**src/hw/rtl/txrb_pkg.sv**
```systemverilog
package txrb_pkg;

	// Store geometry and drain burst length
	localparam int DEPTH = 256;
	localparam int PTR_W = (DEPTH > 1) ? $clog2(DEPTH) : 1;
	localparam int BURST = 4;
	localparam int CNT_W = (BURST > 1) ? $clog2(BURST) : 1;

	// Request opcodes
	localparam logic OP_PUSH  = 1'b0;
	localparam logic OP_DRAIN = 1'b1;

	// Result kinds
	typedef enum logic [1:0] {
		KIND_PUSH = 2'd0,
		KIND_TX   = 2'd1,
		KIND_NONE = 2'd2
	} kind_t;

	// Push status codes
	typedef enum logic [1:0] {
		ST_STORED   = 2'd0,
		ST_DROPPED  = 2'd1,
		ST_REJECTED = 2'd2
	} status_t;

	// Classified command handed from front to back
	typedef enum logic [1:0] {
		CMD_PUSH   = 2'd0,
		CMD_REJECT = 2'd1,
		CMD_DRAIN  = 2'd2
	} cmd_code_t;

	typedef struct packed {
		cmd_code_t  code;
		logic [7:0] data;
	} cmd_t;

	// Back end sequencer states
	typedef enum logic [1:0] {
		BK_IDLE  = 2'd0,
		BK_FETCH = 2'd1,
		BK_SEND  = 2'd2
	} bk_state_t;

	// One result item
	typedef struct packed {
		kind_t      kind;
		logic [7:0] tx_byte;
		status_t    push_status;
		logic       now_empty;
		logic       last;
	} res_t;

	// Pointer advance with wrap at DEPTH
	function automatic logic [PTR_W-1:0] ptr_adv(input logic [PTR_W-1:0] p);
		logic [PTR_W-1:0] r;
		if (p == PTR_W'(DEPTH - 1)) begin
			r = '0;
		end else begin
			r = p + PTR_W'(1);
		end
		return r;
	endfunction

endpackage

```
**src/hw/rtl/txrb_if.sv**
```systemverilog
// Request channel: opcode and byte
interface txrb_in_if;
	logic       valid;
	logic       ready;
	logic       op;
	logic [7:0] push_byte;

	modport source (output valid, output op, output push_byte, input ready);
	modport sink   (input valid, input op, input push_byte, output ready);
endinterface

// Result channel
interface txrb_out_if;
	logic       valid;
	logic       ready;
	logic [1:0] kind;
	logic [7:0] tx_byte;
	logic [1:0] push_status;
	logic       now_empty;
	logic       last;

	modport source (output valid, output kind, output tx_byte, output push_status,
		output now_empty, output last, input ready);
	modport sink   (input valid, input kind, input tx_byte, input push_status,
		input now_empty, input last, output ready);
endinterface

```
**src/hw/rtl/txrb_front.sv**
```systemverilog
module txrb_front (
	input  logic              clk,
	input  logic              arst_n,
	txrb_in_if.sink           in_ch,
	output logic              cmd_valid,
	output txrb_pkg::cmd_t    cmd,
	input  logic              cmd_pop
);

	txrb_pkg::cmd_t q_mem_q [2];
	logic           wr_idx_q;
	logic           rd_idx_q;
	logic [1:0]     cnt_q;
	logic           push_en;
	txrb_pkg::cmd_t cls;

	// Classify the incoming request
	always_comb begin
		cls.data = in_ch.push_byte;
		if (in_ch.op == txrb_pkg::OP_DRAIN) begin
			cls.code = txrb_pkg::CMD_DRAIN;
		end else if (in_ch.push_byte == 8'd0) begin
			cls.code = txrb_pkg::CMD_REJECT;
		end else begin
			cls.code = txrb_pkg::CMD_PUSH;
		end
	end

	assign in_ch.ready = (cnt_q != 2'd2);
	assign push_en     = in_ch.valid && in_ch.ready;
	assign cmd_valid   = (cnt_q != 2'd0);
	assign cmd         = q_mem_q[rd_idx_q];

	// Two-entry command queue
	always_ff @(posedge clk or negedge arst_n) begin
		if (!arst_n) begin
			wr_idx_q <= 1'b0;
			rd_idx_q <= 1'b0;
			cnt_q    <= 2'd0;
		end else begin
			if (push_en) begin
				wr_idx_q <= ~wr_idx_q;
			end
			if (cmd_pop) begin
				rd_idx_q <= ~rd_idx_q;
			end
			if (push_en && !cmd_pop) begin
				cnt_q <= cnt_q + 2'd1;
			end else if (!push_en && cmd_pop) begin
				cnt_q <= cnt_q - 2'd1;
			end
		end
	end

	always_ff @(posedge clk) begin
		if (push_en) begin
			q_mem_q[wr_idx_q] <= cls;
		end
	end

endmodule

```
**src/hw/rtl/txrb_back.sv**
```systemverilog
module txrb_back (
	input  logic              clk,
	input  logic              arst_n,
	input  logic              cmd_valid,
	input  txrb_pkg::cmd_t    cmd,
	output logic              cmd_pop,
	txrb_out_if.source        out_ch
);

	logic [7:0]                   byte_store [txrb_pkg::DEPTH];
	logic [7:0]                   rd_data_q;
	logic [txrb_pkg::PTR_W-1:0]   wptr_q, wptr_d;
	logic [txrb_pkg::PTR_W-1:0]   rptr_q, rptr_d;
	logic [txrb_pkg::PTR_W-1:0]   wp_adv, rp_adv;
	logic [txrb_pkg::CNT_W-1:0]   cnt_q, cnt_d;
	txrb_pkg::bk_state_t          state_q, state_d;
	txrb_pkg::res_t               res_q, res_d;
	logic                         out_valid_q;
	logic                         out_free;
	logic                         res_load;
	logic                         wr_en;
	logic                         is_empty;

	assign out_free = !out_valid_q || out_ch.ready;
	assign is_empty = (wptr_q == rptr_q);
	assign wp_adv   = txrb_pkg::ptr_adv(wptr_q);
	assign rp_adv   = txrb_pkg::ptr_adv(rptr_q);

	// Sequencer: next state, pointer updates and result build
	always_comb begin
		state_d  = state_q;
		wptr_d   = wptr_q;
		rptr_d   = rptr_q;
		cnt_d    = cnt_q;
		cmd_pop  = 1'b0;
		wr_en    = 1'b0;
		res_load = 1'b0;
		res_d    = '0;
		unique case (state_q)
			txrb_pkg::BK_IDLE: begin
				if (cmd_valid && out_free) begin
					cmd_pop = 1'b1;
					unique case (cmd.code)
						txrb_pkg::CMD_PUSH: begin
							wr_en             = 1'b1;
							wptr_d            = wp_adv;
							res_load          = 1'b1;
							res_d.kind        = txrb_pkg::KIND_PUSH;
							res_d.last        = 1'b1;
							res_d.push_status = txrb_pkg::ST_STORED;
							// full: oldest byte is overwritten
							if (wp_adv == rptr_q) begin
								rptr_d            = rp_adv;
								res_d.push_status = txrb_pkg::ST_DROPPED;
							end
						end
						txrb_pkg::CMD_REJECT: begin
							res_load          = 1'b1;
							res_d.kind        = txrb_pkg::KIND_PUSH;
							res_d.push_status = txrb_pkg::ST_REJECTED;
							res_d.now_empty   = is_empty;
							res_d.last        = 1'b1;
						end
						txrb_pkg::CMD_DRAIN: begin
							if (is_empty) begin
								res_load        = 1'b1;
								res_d.kind      = txrb_pkg::KIND_NONE;
								res_d.now_empty = 1'b1;
								res_d.last      = 1'b1;
							end else begin
								cnt_d   = '0;
								state_d = txrb_pkg::BK_FETCH;
							end
						end
						default: begin
							cmd_pop = 1'b1;
						end
					endcase
				end
			end
			txrb_pkg::BK_FETCH: begin
				// store read of the head entry in flight
				state_d = txrb_pkg::BK_SEND;
			end
			txrb_pkg::BK_SEND: begin
				if (out_free) begin
					rptr_d          = rp_adv;
					res_load        = 1'b1;
					res_d.kind      = txrb_pkg::KIND_TX;
					res_d.tx_byte   = rd_data_q;
					res_d.now_empty = (rp_adv == wptr_q);
					res_d.last      = (rp_adv == wptr_q) ||
						(cnt_q == txrb_pkg::CNT_W'(txrb_pkg::BURST - 1));
					if (res_d.last) begin
						state_d = txrb_pkg::BK_IDLE;
					end else begin
						cnt_d = cnt_q + txrb_pkg::CNT_W'(1);
					end
				end
			end
			default: begin
				state_d = txrb_pkg::BK_IDLE;
			end
		endcase
	end

	// Control registers
	always_ff @(posedge clk or negedge arst_n) begin
		if (!arst_n) begin
			state_q     <= txrb_pkg::BK_IDLE;
			wptr_q      <= '0;
			rptr_q      <= '0;
			cnt_q       <= '0;
			out_valid_q <= 1'b0;
		end else begin
			state_q <= state_d;
			wptr_q  <= wptr_d;
			rptr_q  <= rptr_d;
			cnt_q   <= cnt_d;
			if (res_load) begin
				out_valid_q <= 1'b1;
			end else if (out_ch.ready) begin
				out_valid_q <= 1'b0;
			end
		end
	end

	// Result register
	always_ff @(posedge clk) begin
		if (res_load) begin
			res_q <= res_d;
		end
	end

	// Byte store: one write port, registered read at the next head
	always_ff @(posedge clk) begin
		if (wr_en) begin
			byte_store[wptr_q] <= cmd.data;
		end
		rd_data_q <= byte_store[rptr_d];
	end

	assign out_ch.valid       = out_valid_q;
	assign out_ch.kind        = res_q.kind;
	assign out_ch.tx_byte     = res_q.tx_byte;
	assign out_ch.push_status = res_q.push_status;
	assign out_ch.now_empty   = res_q.now_empty;
	assign out_ch.last        = res_q.last;

endmodule

```
**src/hw/rtl/tx_ring_buffer_overwrite_burst.sv**
```systemverilog
// Push or rejected push: result registered when the request is taken from the
// command queue; pushes sustain one request per cycle unless results stall.
// Drain: the queue hands it over in idle, the store read runs in fetch and the
// first byte is registered in send; then one byte per cycle unless results stall.
// Reset: pointers zero, queue and result register empty; store contents are kept.
module tx_ring_buffer_overwrite_burst (
	input  logic        clk,
	input  logic        arst_n,
	txrb_in_if.sink     in_ch,
	txrb_out_if.source  out_ch
);

	logic           cmd_valid;
	logic           cmd_pop;
	txrb_pkg::cmd_t cmd;

	// Front: accept and classify
	txrb_front u_front (
		.clk       (clk),
		.arst_n    (arst_n),
		.in_ch     (in_ch),
		.cmd_valid (cmd_valid),
		.cmd       (cmd),
		.cmd_pop   (cmd_pop)
	);

	// Back: ring buffer and burst drain
	txrb_back u_back (
		.clk       (clk),
		.arst_n    (arst_n),
		.cmd_valid (cmd_valid),
		.cmd       (cmd),
		.cmd_pop   (cmd_pop),
		.out_ch    (out_ch)
	);

endmodule

```
**src/flat_wrapper.sv**
```systemverilog
// flat-port wrapper written by rule: the top's interface ports become plain ports
module tx_ring_buffer_overwrite_burst_flat 
  (clk, arst_n, in_ch_valid, in_ch_op, in_ch_push_byte, in_ch_ready, out_ch_valid, out_ch_kind, out_ch_tx_byte, out_ch_push_status, out_ch_now_empty, out_ch_last, out_ch_ready);
  txrb_in_if in_ch_i ();
  txrb_out_if out_ch_i ();
  input  logic clk;
  input  logic arst_n;
  input wire logic [$bits(in_ch_i.valid)-1:0] in_ch_valid;
  input wire logic [$bits(in_ch_i.op)-1:0] in_ch_op;
  input wire logic [$bits(in_ch_i.push_byte)-1:0] in_ch_push_byte;
  output wire logic [$bits(in_ch_i.ready)-1:0] in_ch_ready;
  output wire logic [$bits(out_ch_i.valid)-1:0] out_ch_valid;
  output wire logic [$bits(out_ch_i.kind)-1:0] out_ch_kind;
  output wire logic [$bits(out_ch_i.tx_byte)-1:0] out_ch_tx_byte;
  output wire logic [$bits(out_ch_i.push_status)-1:0] out_ch_push_status;
  output wire logic [$bits(out_ch_i.now_empty)-1:0] out_ch_now_empty;
  output wire logic [$bits(out_ch_i.last)-1:0] out_ch_last;
  input wire logic [$bits(out_ch_i.ready)-1:0] out_ch_ready;
  assign in_ch_i.valid = in_ch_valid;
  assign in_ch_i.op = in_ch_op;
  assign in_ch_i.push_byte = in_ch_push_byte;
  assign in_ch_ready = in_ch_i.ready;
  assign out_ch_valid = out_ch_i.valid;
  assign out_ch_kind = out_ch_i.kind;
  assign out_ch_tx_byte = out_ch_i.tx_byte;
  assign out_ch_push_status = out_ch_i.push_status;
  assign out_ch_now_empty = out_ch_i.now_empty;
  assign out_ch_last = out_ch_i.last;
  assign out_ch_i.ready = out_ch_ready;
  tx_ring_buffer_overwrite_burst u_core (.clk(clk), .arst_n(arst_n), .in_ch(in_ch_i), .out_ch(out_ch_i));
endmodule
```
**config.mk**
```make
export PLATFORM = sky130hd
export DESIGN_NAME = tx_ring_buffer_overwrite_burst_flat
export DESIGN_NICKNAME = d
export VERILOG_FILES = /design/src/hw/rtl/txrb_pkg.sv /design/src/hw/rtl/txrb_if.sv /design/src/hw/rtl/txrb_front.sv /design/src/hw/rtl/txrb_back.sv /design/src/hw/rtl/tx_ring_buffer_overwrite_burst.sv /design/src/flat_wrapper.sv
export SDC_FILE = /design/constraint.sdc
export NUM_CORES = 2
export LEC_CHECK = 0
export ABC_AREA = 1
export ABC_CLOCK_PERIOD_IN_PS = 4100
export BUFFER_PORTS_ARGS = -buffer_cell sky130_fd_sc_hd__clkbuf_2
export CAP_MARGIN = 20
export CORE_MARGIN = 4
export CORE_UTILIZATION = 30
export DETAILED_ROUTE_END_ITERATION = 16
export PLACE_DENSITY = 0.44
export SYNTH_ARGS = -nofsm -noshare
export SYNTH_HDL_FRONTEND = slang
export SYNTH_SLANG_ARGS = --single-unit
export TNS_END_PERCENT = 10
```
**constraint.sdc**
```tcl
create_clock -name clk -period 4.1 [get_ports clk]
set_input_delay 0.41 -clock clk [delete_from_list [all_inputs] [get_ports clk]]
set_output_delay 0.41 -clock clk [all_outputs]
set_load 0.02 [all_outputs]
```
# [Word level (Yosys, flattened, before mapping)]
# Memories as Yosys holds them, arrays and structs flattened. A register that Yosys moved wholly into a read port is not among the register bits.
# Cells that the tools add are included.
[word_totals] n_memories=2 reg_bits=39 input_bits=13 word_cells=113 mem_bits_rw=2068 output_inout_bits=16
[mem_list] memory="u_core.u_back.byte_store" words=256 word_bits=8 read_ports=1 rd_clocked_by_memory_dff=1 write_ports=1 line="txrb_back.sv:10" source="logic [7:0] byte_store [txrb_pkg::DEPTH];"
[mem_list] memory="u_core.u_front.q_mem_q" words=2 word_bits=10 read_ports=1 rd_clocked_by_memory_dff=0 write_ports=1 line="txrb_front.sv:10" source="txrb_pkg::cmd_t q_mem_q [2];"
[op_classes] mux=52 n_reduce_logical=22 n_eq_ne=17 bitwise_logic=2 add_sub_neg=5
[ops] operator="$mux 8" n=6
[ops] operator="$mux 2" n=19
[ops] operator="$eq 8x8->1" n=3
[ops] operator="$add 8x1->8 const B" n=2
[ops] operator="$eq 8x8->1 const B" n=2
[ops] operator="$mux 1" n=16
[ops] operator="$pmux 2 s2" n=4
[ops] operator="$pmux 8 s2" n=1
[ops] operator="$ne 2x2->1 const B" n=6
[ops] operator="$mux 9" n=1
[ops] operator="$logic_not 8->1" n=1
[ops] operator="$pmux 1 s2" n=4
[ops] operator="$reduce_bool 2->1" n=4
[ops] operator="$eq 2x2->1 const B" n=3
[ops] operator="$pmux 2 s3" n=1
[ops] operator="$reduce_and 6->1" n=1
[ops] operator="$reduce_and 5->1" n=1
[ops] operator="$add 2x1->2 const B" n=2
[ops] operator="$eq 2x1->1 const B" n=2
[ops] operator="$logic_and 1x1->1" n=4
[ops] operator="$logic_not 2->1" n=2
[ops] operator="$reduce_and 2->1" n=2
[ops] operator="$logic_not 1->1" n=3
[ops] operator="$reduce_and 3->1" n=1
[ops] operator="5 further kinds" n=7

# [Longest topological paths before layout]
[depth] word_depth=8 mapped_depth=30 depth_no_buf=28

# [By module]
# A second synthesis with hierarchy kept.
[hier_totals] hier_cells=7480 area_unflattened_um2=87893.0
[modules_own_cells] mod="txrb_back" seq_area_each_um2=62605.0 n_inst=1 area_per_inst_um2=86892.1 cells_per_inst=7416
[modules_own_cells] mod="txrb_front" seq_area_each_um2=700.7 n_inst=1 area_per_inst_um2=1001.0 cells_per_inst=64

# [Least setup slack after synthesis]
# No wires, ideal clock.
[synth_timing] path_kind="flip-flop to flip-flop" startpoint="register u_core.u_front.rd_idx_q" endpoint="register u_core.u_back.rd_data_q[5], read port of u_core.u_back.byte_store" setup_time_ns=0.114 synth_period_minus_slack_ns=3.219 t_required_ns=3.986 stages_incl_launch_ff=23 n_path_buf=3 t_arrival_ns=3.104 path_slack_ns=0.881 cell_sequence="dfrtp_1 buf_1 o21ai_0 ha_1 nand3_1 nor2_1 nand2_1 nor2_1 nand3_1 nor2_2 nand3_2 a21oi_1 o21ai_0 a22oi_2 buf_2 buf_1 nand3_1 nand3_1 nand3_1 nand3_1 nand2_1 nand2_1 nand2_1"
[synth_between] elab_chain_cells=5
[synth_rtl] item="start, declared" line="txrb_front.sv:12" source="logic rd_idx_q;"
[synth_rtl] item="start signal, assigned" line="txrb_front.sv:45" source="rd_idx_q <= ~rd_idx_q;"
[synth_rtl] item="$mem_v2 2x10"
[synth_rtl] item="$logic_not 2->1" line="txrb_back.sv:43" source="unique case (cmd.code)"
[synth_rtl] item="$mux 8" line="txrb_back.sv:43"
[synth_rtl] item="$mux 8" line="txrb_back.sv:41" source="if (cmd_valid && out_free) begin"
[synth_rtl] item="$pmux 8 s2" line="txrb_back.sv:39" source="unique case (state_q)"
[synth_rtl] item="end, declared" line="txrb_back.sv:11" source="logic [7:0] rd_data_q;"
# Every way passes these cells.
# A chain may end at the register's enable or synchronous reset.

# [Worst setup path in the final report]
[layout_timing] startpoint="register u_core.u_back.wptr_q[0] (netlist bit)" endpoint="register u_core.u_back.rd_data_q[6], read port of u_core.u_back.byte_store"
[layout_between] elab_chain_cells=7 word_cells_on_any_way=8 cone_classes="add/sub: 1; eq/ne: 2; mux: 5"
[layout_rtl] item="start, declared" line="txrb_back.sv:12" source="logic [txrb_pkg::PTR_W-1:0] wptr_q, wptr_d;"
[layout_rtl] item="start signal, assigned" line="txrb_back.sv:117" source="wptr_q <= wptr_d;"
[layout_rtl] item="$add 8x1->8 / $eq 8x8->1 (equally long branches)" line="txrb_pkg.sv:61, txrb_pkg.sv:58"
[layout_rtl] item="$mux 8 *" line="txrb_pkg.sv:58" source="if (p == PTR_W'(DEPTH - 1)) begin"
[layout_rtl] item="$eq 8x8->1 *" line="txrb_back.sv:52" source="if (wp_adv == rptr_q) begin"
[layout_rtl] item="$mux 8 *" line="txrb_back.sv:52"
[layout_rtl] item="$mux 8 *" line="txrb_back.sv:43"
[layout_rtl] item="$mux 8 *" line="txrb_back.sv:41"
[layout_rtl] item="$pmux 8 s2 *" line="txrb_back.sv:39"
# Every way passes the cells marked *; elsewhere a longest branch is shown, timed or not.

==> flow_summary.toml <==
[clocking]
cts_root_buf = "sky130_fd_sc_hd__clkbuf_16"
cts_sinks = 2115
number_of_buffers_inserted_during_clock_tree_synthesis = 238
htree_levels = 4
clk_path_buf_depth = 4
clkTransAtPathRegs_ns = 0.06
clock_tree_from_tritoncts = "built"
clk_latency_ns = 0.92

[cells_and_area]
most_frequent_standard_cell_in_the_layout_excluding_fill_and_tap_cells = "sky130_fd_sc_hd__nand3_1"
nNetsFinal = 7966
most_frequent_cells_in_the_layout = "2624 x sky130_fd_sc_hd__nand3_1, 2082 x sky130_fd_sc_hd__edfxtp_1, 1520 x sky130_fd_sc_hd__nand2_1"
syn2layout_area_growth_pct = 21.8
post_route_cells_drive_above_1_share = 0.158

[setup_path]
logic_depth_of_the_worst_path_buffers_included = 29
crit_required_ns = 4.96
ff2ff_path_depth = 29
startpoint_type = "flip-flop"
cp_max_fo = 8
critical_path_class = "reg2reg"
worst_r2r_endpoint = "u_core.u_back.rd_data_q[6]"
ff2ff_setup_slack_ns = 0.05
cp.buffers_inverters = 9
worst_r2r_src = "u_core.u_back.wptr_q[0]"
worst_setup_path_endpoint = "u_core.u_back.rd_data_q[6]"
cp-end-kind = "flip-flop"
slowest_stage = "sky130_fd_sc_hd__dfrtp_1"
path_common_cell = "sky130_fd_sc_hd__nand3_1"
slowest_stage_delay_on_critical_path_ns = 0.42
crit_start = "u_core.u_back.wptr_q[0]"
crit_arrival_ns = 4.91
critical_path.top_delay_family = "simple AND/OR/NAND/NOR gates"

[yosys]
synthAdderAreaFrac = 0.00171
synth.area.mux_share = 0.00103
asyncSetResetFlopFracSynth = 0.0118
post_synth_num_cell_types = 37
synth.net_count = 7455
post_synth_xor_area_fraction = 0.00180
mapped_cells = 7430
netlist_area_um2 = 87600
postSynthRegisterBits = 2115
dominant_combinational_cell_family_by_area_after_synthesis = "simple AND/OR/NAND/NOR gates"
postSynthAreaPerCell_um2 = 11.8
synth-simple-area-share = 0.235
synth-compound-area-share = 0.00440
synth_sequential_area_ratio = 0.723
ys.warnings.count = 0
synth_edf_count = 2082
ys_dominant_reg_cell = "sky130_fd_sc_hd__edfxtp_1"

[sta]
max_freq_mhz = 247
timing.max_slew.rel_slack = 0.303
timing_worst_slew_pin_value_ns = 1.05
grt_setup_unrepaired = "yes"
final_hold_viol_count = 0
skew_final_ns = 0.0939
setup_total_negative_slack_ns = 0
fin_worst_hold_slack_ns = 0.122
timing.final.max_slew_violations = 0
final_min_period_over_clock_period = 0.987
report.final.setup_viol = 0
min_period_ns = 4.05

[global_routing]
global_route.overflow_total = 0
initial_antenna_violation_count = 16
globalRouteTotalUtil = 0.189
grt_max_degree = 155
grt_pass1_vias = 59500
wire_length_of_the_first_global_routing_pass_um = 424000

[detailed_routing]
detail-route-antenna-nets = 0
route.vias.total = 61400
post_drt_via_cell_ratio = 5.11
drt_pass1_iterations = 6
drt-initial-drc-count = 6675
drc = 0
wl_per_cell_um = 24.7
postRouteWirelength_um = 297000

[placed_design]
gp_congestion = 0.885
hpwlAfterDp_um = 181000
port-buffer-count = 28

[floorplan]
ios = 29
start_util = 0.301
fp.dieW_um = 548
num_rows = 198
design.die.area_um2 = 301000
core-area_um2 = 291000
floorplan.die.height_um = 548

[worst_hold_path]
hold_class = "in2async"

[run_status]
outcome = "completed"

[job]
drv.max_cap_violation_count = 0
-- Yosys cell counts (2+ instances only) --
cell type | instances | share of area
sky130_fd_sc_hd__a21oi_1 | 12 | 0.00069
sky130_fd_sc_hd__a221oi_1 | 3 | 0.00030
sky130_fd_sc_hd__a22oi_1 | 3 | 0.00026
sky130_fd_sc_hd__a22oi_2 | 2 | 0.00029
sky130_fd_sc_hd__a31oi_1 | 5 | 0.00036
sky130_fd_sc_hd__buf_1 | 41 | 0.0018
sky130_fd_sc_hd__buf_2 | 254 | 0.015
sky130_fd_sc_hd__buf_4 | 48 | 0.0041
sky130_fd_sc_hd__buf_6 | 2 | 0.00026
sky130_fd_sc_hd__clkbuf_1 | 215 | 0.0092
sky130_fd_sc_hd__dfrtp_1 | 25 | 0.0071
sky130_fd_sc_hd__dfxtp_1 | 8 | 0.0018
sky130_fd_sc_hd__edfxtp_1 | 2082 | 0.71
sky130_fd_sc_hd__ha_1 | 12 | 0.0017
sky130_fd_sc_hd__inv_1 | 78 | 0.0033
sky130_fd_sc_hd__inv_2 | 6 | 0.00026
sky130_fd_sc_hd__mux2_2 | 8 | 0.0010
sky130_fd_sc_hd__nand2_1 | 1547 | 0.066
sky130_fd_sc_hd__nand2_2 | 3 | 0.00021
sky130_fd_sc_hd__nand3_1 | 2692 | 0.15
sky130_fd_sc_hd__nand3_2 | 3 | 0.00034
sky130_fd_sc_hd__nand4_1 | 10 | 0.00071
sky130_fd_sc_hd__nor2_1 | 307 | 0.013
sky130_fd_sc_hd__nor2_2 | 2 | 0.00014
sky130_fd_sc_hd__nor4_1 | 4 | 0.00029
sky130_fd_sc_hd__o2111ai_1 | 3 | 0.00030
sky130_fd_sc_hd__o21ai_0 | 29 | 0.0017
sky130_fd_sc_hd__xnor2_1 | 2 | 0.00020
sky130_fd_sc_hd__xor2_1 | 16 | 0.0016
-- sequential cells by signal, indices dropped and copies added, names as in the netlist, 2 cells and up --
| name | count |
|---|---|
| u_core.u_back.byte_store | 2048 |
| u_core.u_back.cnt_q | 2 |
| u_core.u_back.out_ch.kind | 2 |
| u_core.u_back.out_ch.push_status | 2 |
| u_core.u_back.out_ch.tx_byte | 8 |
| u_core.u_back.rd_data_q | 8 |
| u_core.u_back.rptr_q | 8 |
| u_core.u_back.state_q | 2 |
| u_core.u_back.wptr_q | 8 |
| u_core.u_front.cnt_q | 2 |
| u_core.u_front.q_mem_q | 20 |
-- worst reg2reg max path: cells and delay by family (launching register included) --
family                   cells  cell delay (ns)
AND/OR/NAND/NOR             16             1.58
buffers and inverters        9             1.28
AO/OA/AOI/OAI                3             0.48
flip-flops                   1             0.42
adder cells (fa/ha/maj)      1             0.22
-- metrics by stage --
stage	instances	utilization	instance area (µm²)	setup WS, ns
floorplan	7430	-	87600	0.881
global placement	11500	0.336	97700	-0.302
detailed placement	11500	0.336	97700	-0.182
CTS	12000	0.362	105000	-0.0802
global route	12000	0.367	107000	-0.0982
finish	12000	0.367	107000	0.0548
-- how the worst min path moves through the flow --
stage,start,end,cells past startpoint
after CTS,arst_n,u_core.u_front.cnt_q[1],2
final,arst_n,u_core.u_front.cnt_q[1],2
after detailed placement,u_core.u_back.cnt_q[1],u_core.u_back.cnt_q[1],2
after floorplan,arst_n,u_core.u_back.cnt_q[0],0
after global placement,u_core.u_front.cnt_q[0],u_core.u_front.cnt_q[0],1
after global routing,arst_n,u_core.u_front.cnt_q[0],2
-- what timing repair did --
action,in CTS,in global routing
pin swaps,0,18
buffers inserted,0,26
hold endpoints to repair,48,0
setup endpoints to repair,16,262
resized for setup,18,147
gates cloned,0,14
hold buffers,12,0
-- metal layers --
| layer | GRT usage | share of wire | vias to the layer above |
|---|---|---|---|
| met5 | 0 | 0 | - |
| met4 | 0.0559 | 0.030 | 0 |
| met3 | 0.0259 | 0.063 | 401 |
| met2 | 0.300 | 0.46 | 2082 |
| met1 | 0.269 | 0.44 | 31000 |
| li1 | - | - | 28000 |
-- layout make-up --
cell class,count,area [µm²]
fill,28300,184000
sequential,2115,63300
multi-input combinational,4671,22100
timing repair buffer,831,8570
clock buffer,302,6280
tap,3900,4880
clock inverter,129,1230
inverter,84,340
antenna,2,5.00
-- kinds of logic after synthesis --
logic type,count (synthesis)
XOR/XNOR,18
flip-flops,2115
multiplexers,8
AO/OA/AOI/OAI,63
buffers and inverters,644
adder cells (fa/ha/maj),12
AND/OR/NAND/NOR,4570
Power is not shown: default switching activity piles up to over one toggle a cycle in this logic, so the estimate is an artifact.
